==> src/rtl/wpsh_sqrt.sv <==
// Iterative integer square root, two result bits per cycle.
// Depends on nothing; used twice by the histogram core front end.
module wpsh_sqrt (
	input logic clk,
	input logic arst_n,
	input logic start,
	input logic [60:0] radicand,
	output logic done,
	output logic [30:0] root
);
	logic [61:0] rem_q;
	logic [63:0] val_q;
	logic [30:0] res_q;
	logic [4:0] cnt_q;
	logic busy_q;
	logic [63:0] bitv;
	logic [63:0] trial1, trial2;
	logic [63:0] r1, r2, v1, v2;
	logic [30:0] res1, res2;

	// Restoring digit-by-digit root; each step brings down two radicand bits.
	always_comb begin
		r1 = {rem_q, val_q[63:62]};
		trial1 = {31'd0, res_q, 2'b01};
		if (r1 >= trial1) begin
			v1 = r1 - trial1;
			res1 = {res_q[29:0], 1'b1};
		end else begin
			v1 = r1;
			res1 = {res_q[29:0], 1'b0};
		end
		r2 = {v1[61:0], val_q[61:60]};
		trial2 = {31'd0, res1, 2'b01};
		if (r2 >= trial2) begin
			v2 = r2 - trial2;
			res2 = {res1[29:0], 1'b1};
		end else begin
			v2 = r2;
			res2 = {res1[29:0], 1'b0};
		end
		bitv = v2;
	end

	always_ff @(posedge clk or negedge arst_n) begin
		if (!arst_n) begin
			busy_q <= 1'b0;
			cnt_q <= '0;
			done <= 1'b0;
		end else begin
			done <= 1'b0;
			if (start) begin
				busy_q <= 1'b1;
				cnt_q <= 5'd16;
			end else if (busy_q) begin
				cnt_q <= cnt_q - 5'd1;
				if (cnt_q == 5'd1) begin
					busy_q <= 1'b0;
					done <= 1'b1;
				end
			end
		end
	end

	always_ff @(posedge clk) begin
		if (start) begin
			rem_q <= '0;
			val_q <= {3'd0, radicand};
			res_q <= '0;
		end else if (busy_q) begin
			rem_q <= bitv[61:0];
			val_q <= {val_q[59:0], 4'd0};
			res_q <= res2;
		end
	end

	assign root = res_q;
endmodule

==> config.mk <==
export PLATFORM = sky130hd
export DESIGN_NAME = wpsh_sqrt
export DESIGN_NICKNAME = d
export VERILOG_FILES = /design/src/rtl/wpsh_sqrt.sv
export SDC_FILE = /design/constraint.sdc
export NUM_CORES = 1
export LEC_CHECK = 0
export BUFFER_PORTS_ARGS = -buffer_cell sky130_fd_sc_hd__buf_2
export CAP_MARGIN = 5
export CORE_MARGIN = 2
export CORE_UTILIZATION = 40
export DETAILED_ROUTE_END_ITERATION = 10
export PLACE_DENSITY = 0.63
export SLEW_MARGIN = 20
export SYNTH_ARGS = -nofsm -noshare
export SYNTH_HDL_FRONTEND = slang
export SYNTH_SLANG_ARGS = --single-unit
==> constraint.sdc <==
create_clock -name clk -period 6.45 [get_ports clk]
set_clock_uncertainty 0.15 [all_clocks]
set_input_delay 1.29 -clock clk [delete_from_list [all_inputs] [get_ports clk]]
set_output_delay 1.29 -clock clk [all_outputs]
set_load 0.02 [all_outputs]
After elaboration in Yosys (flattened, before gate mapping) --
Index checks and enable logic that the tools add are counted.
Word-level totals: register bits after elaboration 164, input bits 64, output and inout port bits 32, word-level logic and storage cells 28
Operators by class: add/subtract/negate cells 3, $lt $le $gt $ge 2, equal/unequal tests 1, muxes and demuxes 14, reductions and logical operators 1
Operators with widths (count):
- $ge A64 B33 Y1 | 2
- $mux W62 | 2
- $sub A62 B33 Y62 | 2
- $mux W61 | 2
- $mux W5 | 2
- $mux W1 | 8
- $eq A5 B1 Y1 const B | 1
- $sub A5 B1 Y5 const B | 1
- $reduce_bool A2 Y1 | 1

Longest topological paths before layout --
Gate-level depths: netlist (run 1).
depth in word-level cells 4, mapped depth 34

Least setup slack after synthesis (run 1) --
No wires, ideal clock.
path type register to register, from register res_q[22], in the netlist root[22], to register rem_q[46], arrival time 6.134 ns, required time 6.114 ns, path slack -0.019 ns, stages on the path, launching flop included 30, path buffers 6, clock period less this slack 6.469 ns, cell sequence dfxtp_1 > inv_1 > ha_1 > clkbuf_1 > and4_1 > nand3_1 > or4_1 > a21oi_1 > nor3_1 > o21ai_2 > clkbuf_1 > buf_1 > a21oi_1 > ha_1 > clkbuf_1 > nand2_1 > nor2_1 > nand2_1 > nor4_1 > and4_1 > nand4b_1 > a31oi_1 > o2111ai_1 > and4bb_1 > and2_1 > buf_4 > buf_6 > nor4_1 > xor2_1 > o22ai_1
Between the ends: cells in the longest elaborated chain, start to end 4, elaborated cells between the ends (all ways) 7, those cells by class add/sub (2); order compare (2); mux (3)
RTL lines:
- start, declared | line 13 | logic [30:0] res_q;
- start signal, assigned | line 72 | res_q <= res2;
- $sub A62 B33 Y62 / $ge A64 B33 Y1 (equally long branches) | line 26, 25
- $mux W62 / $mux W1 (equally long branches) | line 25 | if (r1 >= trial1) begin
- $sub A62 B33 Y62 / $ge A64 B33 Y1 (equally long branches) | line 35, 34
- $mux W62 * | line 34 | if (r2 >= trial2) begin
- end signal, assigned | line 70 | rem_q <= bitv[61:0];
- end, declared | line 11 | logic [61:0] rem_q;
Mark *: on every way between the ends. The rest lies on a longest branch, timed or not. A chain may end at the register's enable or synchronous reset.

Final worst setup path (run 1) --
from register res_q[23], in the netlist root[23], to register rem_q[55]
Same word-level chain as after synthesis.

==> run metrics, run 1 <==
Worst Setup Start Kind flop; DR WL met3 2650 um; overall global routing resource usage 0.231; H-tree depth 4; relative slew slack 0.295; Worst EP arrival 6420 ps; Post-synth ARST share 0.0427; initial antenna violation count 1; via-per-instance ratio 5.80; row cnt 65; non-filler instance count after layout 2026; DIE AREA 0.0332 mm^2; synthesized area per cell 8.32 um^2; FILL cells 3090; Highest Signal Layer met5; Met2 Wirelength 17600 um; slowest stage cell on the critical path or4_1; DR iter-0 viols between 900 and 1k; Clock Tree Buf Depth 2; fin crit period 6220 ps; Synth cell types 83; Worst-path clk slew 80 ps; # hold bufs at CTS 0; setup_tns 0 ps; IO Port Bufs 95; Worst-Skew Late Latency 460 ps; Yosys warnings 0; core box area 0.0315 mm^2; global placer's final weighted congestion 0.944; post-synthesis instance total 1529; placed cell count 1986; Tightest Pin Transition 1060 ps; Pre-antenna DRT Iters 5; ys flop type dfxtp_1; fraction of layout cells with a size suffix above 1 0.200; via count 11.8k; Worst EP required 6650 ps; Synth Register Bits about 160; # DRC 0; Final setup viols 0; Metal-1 WL between 15000 and 20000 um; post-synth net total around 1.7k; Tcrit/Tclk final 0.964; chip height 182 um; CP max stage delay ~600 ps; Routed WL per cell 18.9 um; GRT overflow 0; pin count of the biggest net entering global routing 74; fin util 0.461; Setup crit end kind flop; EDFF count, synth 61; clk sinks roughly 160; IO Pins 96; Critical Setup Path Class flop to flop; nets@finish 1743; Max Transition Viols Final 0; Detailed Route WL 38300 um; max cap viols 0; CTS root buffer clkbuf_16; ANT nets after route 0; post-DP HPWL 28800 um; Seq/Total Area, Yosys 0.309; P&R area growth vs syn 14.1%; ANT cells 0; worst-path cell chain inv_1, ha_1, and4_1, nand3_1, or4_1, a21oi_2, nor3_2, o21ai_4, buf_4, mux2_2, ha_1, and2_1, nand2_1, nor4_4, and4_1, nand4b_1, a31oi_2, o2111ai_1, and4bb_2, and2_4, nor4_2, buf_4, mux2i_1, nand2_1; Max Freq 161 MHz; total CTS buffers 17; first-pass GRT wire length 61100 um; number of global-route vias before repair around 12k; TritonCTS clock tree yes; CP max FO 11; outcome finished, final reports clean; Fin. Hold Viols 0; die width 182 um; Hold Path Class flop to flop; Starting Density 0.404; post-synthesis instance area 0.0127 mm^2
## area by class of cell
class | count | area [um^2] | area share
clock buffers | 17 | 425 | 0.0293
inverters | 59 | 221 | 0.0153
repair buffers | 174 | 1120 | 0.0775
multi-input cells | 1195 | 8140 | 0.560
well taps | 402 | 503 | 0.0346
flip-flops and latches | 164 | 3930 | 0.271
clock inverters | 15 | 175 | 0.0121
## sequential cells by signal (all words and copies together), names as in the netlist
name	cells
val_q	64
root	31
rem_q	62
busy_q	1
done	1
cnt_q	5
## cells in the final DEF (no fill, tap or decap), drive strengths merged, types with 18 or more instances in the layout
cell / n
buf: 173
nor2: 170
nand2: 163
a21oi: 114
dfxtp: 96
o21ai: 75
inv: 69
ha: 68
xnor2: 64
edfxtp: 61
mux2: 58
a21o: 49
xor2: 39
mux2i: 39
nor3: 31
nand3: 27
nand4: 24
a311oi: 22
a211oi: 20
and3: 19
nor4: 19
clkbuf: 18
## per-layer routing
metal  GRT usage  vias to the layer above
met5           0                        -
met1       0.294                     5554
met2       0.382                      451
met4      0.0806                        2
met3      0.0563                       74
li1            -                     5674
## worst max-delay path, delay by kind of cell, from the launching register on
kind | cells | cell delay [ps]
buffers and inverters | 3 | 530
flip-flops | 1 | 380
adder cells (fa/ha/maj) | 2 | 650
AND/OR/NAND/NOR | 13 | 2980
AO/OA/AOI/OAI | 4 | 870
multiplexers | 2 | 550
## worst paths after layout
kind                            startpoint  slack (ps)         to  cells after the start
worst min register to register   rem_q[60]         310  rem_q[60]                      2
worst max-delay path              root[23]         230  rem_q[55]                     24
max in group asynchronous           arst_n        5470     busy_q                      1
worst min-delay path             rem_q[60]         310  rem_q[60]                      2
min in group asynchronous           arst_n         500   cnt_q[0]                      1
worst max register to register    root[23]         230  rem_q[55]                     24
## Yosys cell counts, types with 24 or more instances
cell | count | share of area
ha_1 | 68 | 0.067
buf_4 | 31 | 0.018
nor3_1 | 30 | 0.012
xnor2_1 | 64 | 0.044
a21oi_1 | 113 | 0.044
edfxtp_1 | 61 | 0.14
xor2_1 | 39 | 0.027
nand3_1 | 27 | 0.011
nand2_1 | 163 | 0.048
inv_1 | 59 | 0.017
a21o_1 | 48 | 0.028
mux2i_1 | 39 | 0.031
clkbuf_1 | 73 | 0.022
mux2_2 | 58 | 0.051
nand4_1 | 24 | 0.012
dfxtp_1 | 96 | 0.15
nor2_1 | 170 | 0.050
o21ai_0 | 69 | 0.027
## cell families (layout without fill, tap and decap cells)
family,Yosys count,count (layout),synth area share
adders and majority gates,68,68,0.0669
DFF,164,164,0.309
AOI/OAI and AO/OA,377,377,0.201
xor gates and xnor gates,103,103,0.0709
and+or+nand+nor,549,550,0.208
muxes,97,97,0.0820
buffers and inverters,171,265,0.0622
## stage by stage
stage	cell area, um^2	setup slack [ps]	hold WS [ps]
after floorplan	12700	25.2	276
after global placement	13700	267	295
after detailed placement	13700	119	303
after CTS	14300	78.4	313
after global routing	14500	-66.6	340
final	14500	230	308
## timing repair
action	in CTS	in global routing
endpoints found under the setup margin	0	61
setup buffers	0	6
gates resized for setup	0	30
Power of run 1 is left out: the tool's default activity adds up to more than one toggle a clock period on the data nets, which glitch-free logic cannot reach.
==> inputs of run 2 (changes only) <==
--- a/config.mk
+++ b/config.mk
@@ -9,6 +9,8 @@
 export CAP_MARGIN = 5
+export CELL_PAD_IN_SITES_DETAIL_PLACEMENT = 1
+export CELL_PAD_IN_SITES_GLOBAL_PLACEMENT = 2
 export CORE_MARGIN = 2
-export CORE_UTILIZATION = 40
+export CORE_UTILIZATION = 34
 export DETAILED_ROUTE_END_ITERATION = 10
-export PLACE_DENSITY = 0.63
+export PLACE_DENSITY = 0.82
 export SLEW_MARGIN = 20
--- a/constraint.sdc
+++ b/constraint.sdc
@@ -4,2 +4,2 @@
 set_output_delay 1.29 -clock clk [all_outputs]
-set_load 0.02 [all_outputs]
+set_load 0.1 [all_outputs]
==> run 2 against run 1 <==
  * Worst setup slack improved by 53 ps
  * Cell area is 1.1% higher
  * Die area up 17%
  * Clock-buffer cell count is 1 higher
  * Wire length rose by 13%
  * Sequential cell count unchanged
==> run metrics, run 2 (synthesis gave the netlist of run 1 again) <==
Worst Setup Start Kind flop; non-filler instance count after layout 2103 (+3.8%); Setup crit end kind flop; max FFs per register 64 (unchanged); Final Worst Setup Slack 283 ps (+53.2 ps); Worst-path clk slew 70 ps (about the same); Worst EP required 6630 ps (-20 ps); IO Port Bufs 95 (unchanged); Critical Setup Path Class flop to flop; Worst EP arrival 6350 ps (-70 ps); P&R area growth vs syn 15.4%; CTS root buffer clkbuf_16; CP max stage delay 600 ps (about the same); first-pass GRT wire length 69300 um (+13%); placed cell count 2064 (+3.9%); H-tree depth 4 (unchanged); Detailed Route WL 43200 um (+13%); Clock Tree Buf Depth 2 (unchanged); Worst Path Buf+Inv 4 (+1); DIE AREA 0.0390 mm^2 (+17%); pin count of the biggest net entering global routing 72 (-2.7%); Tcrit/Tclk final 0.956 (-0.00824); reg2reg start root[22]; Hold Startpoint rem_q[60]; slowest stage cell on the critical path or4_4; fin util 0.400 (-0.0613); relative slew slack 0.363 (+0.0682); post-DP HPWL 32900 um (+14%); fin crit period 6170 ps (-53.2 ps); die width 197 um (+8.3%); via count 11.8k (+0.39%); CP top delay family simple AND/OR/NAND/NOR gates; most frequent cells in the layout nor2_1 (169), nand2_1 (163), a21oi_1 (110); total CTS buffers 17 (unchanged); CP max FO 21 (+10); fraction of layout cells with a size suffix above 1 0.207 (+0.00722); IO Pins 96 (unchanged); nets@finish 1754 (+0.63%); Max Freq 162 MHz (+0.86%); clk sinks 164 (unchanged); # DRC 0 (unchanged); pre-CTS setup slack -263 ps (-382 ps); ANT nets after route 0 (unchanged); outcome finished, final reports clean; crit path from root[22]; TritonCTS clock tree yes; initial antenna violation count 2 (+1); DR iter-0 viols 730 (-20%); Tightest Pin Transition 931 ps (-126 ps); GRT overflow 0 (unchanged); number of global-route vias before repair 12.3k (+6.7%); max cap viols 0 (unchanged); Worst-Skew Late Latency 460 ps (about the same); global placer's final weighted congestion 0.898 (-4.9%); Pre-antenna DRT Iters 5 (unchanged); via-per-instance ratio 5.61 (-3.3%); Max Transition Viols Final 0 (unchanged); Worst Hold Slack 323 ps (+15.1 ps); ANT cells 0 (unchanged); Most flops, register val_q; Final setup viols 0 (unchanged); overall global routing resource usage 0.228 (-0.00332); Hold Path Class flop to flop; core box area 0.0367 mm^2 (+17%); Starting Density 0.347 (-0.0575); chip height 197 um (+8.3%); Routed WL per cell 20.5 um (+8.5%); most common library cell in the layout ignoring fill and taps nor2_1; row cnt 70 (+7.7%); Fin. Hold Viols 0 (unchanged)
-- run 2: cell count changes in the layout (fill, tap and decap cells not counted), moves of 3 or more --
cell	change
dfxtp_1	-3
inv_8	-4
buf_4	+13
dfxtp_2	+3
nor4b_2	-3
-- run 2: area by class of cell --
class                           count  area (um^2)
Fill cell                        4370        22000
Multi-Input combinational cell   1194         8170
Sequential cell                   164         3940
Timing Repair Buffer              186         1230
Tap cell                          468          586
Clock buffer                       18          429
Inverter                           59          221
Clock inverter                     14          115
-- run 2: worst paths after layout --
path	end	slack, ps	cells past startpoint
max reg2reg	rem_q[46]	280	25
min	rem_q[60]	320	2
min reg2reg	rem_q[60]	320	2
min in group asynchronous	busy_q	500	1
max	rem_q[46]	280	25
max in group asynchronous	busy_q	5480	1
-- run 2: per-layer routing --
layer,GRT usage,part of all wire
met2,0.375,0.46
met4,0.0693,0.019
met3,0.0449,0.045
met1,0.301,0.47
met5,0,0.00030
-- run 2: worst min-delay path, stage by stage (launching register included) --
cell and delay [ps]:
dfxtp_1 320, nand2_1 50, o21ai_1 50
-- run 2: what timing repair did --
action	4_1_cts	5_1_grt
pin swaps	1	7
gates cloned	1	0
setup buffers	1	5
gates resized for setup	11	29
hold buffers	0	0
endpoints found under the hold margin	0	0
endpoints found under the setup margin	48	61
-- run 2: metrics by stage --
stage / instance area, um^2 / TNS (ps)
2_1_floorplan: 12700 / 0
3_3_place_gp: 13900 / -525
3_5_place_dp: 13900 / -3560
4_1_cts: 14500 / 0
5_1_grt: 14700 / -33.7
6_report: 14700 / 0
Power of run 2 is left out for the same reason.
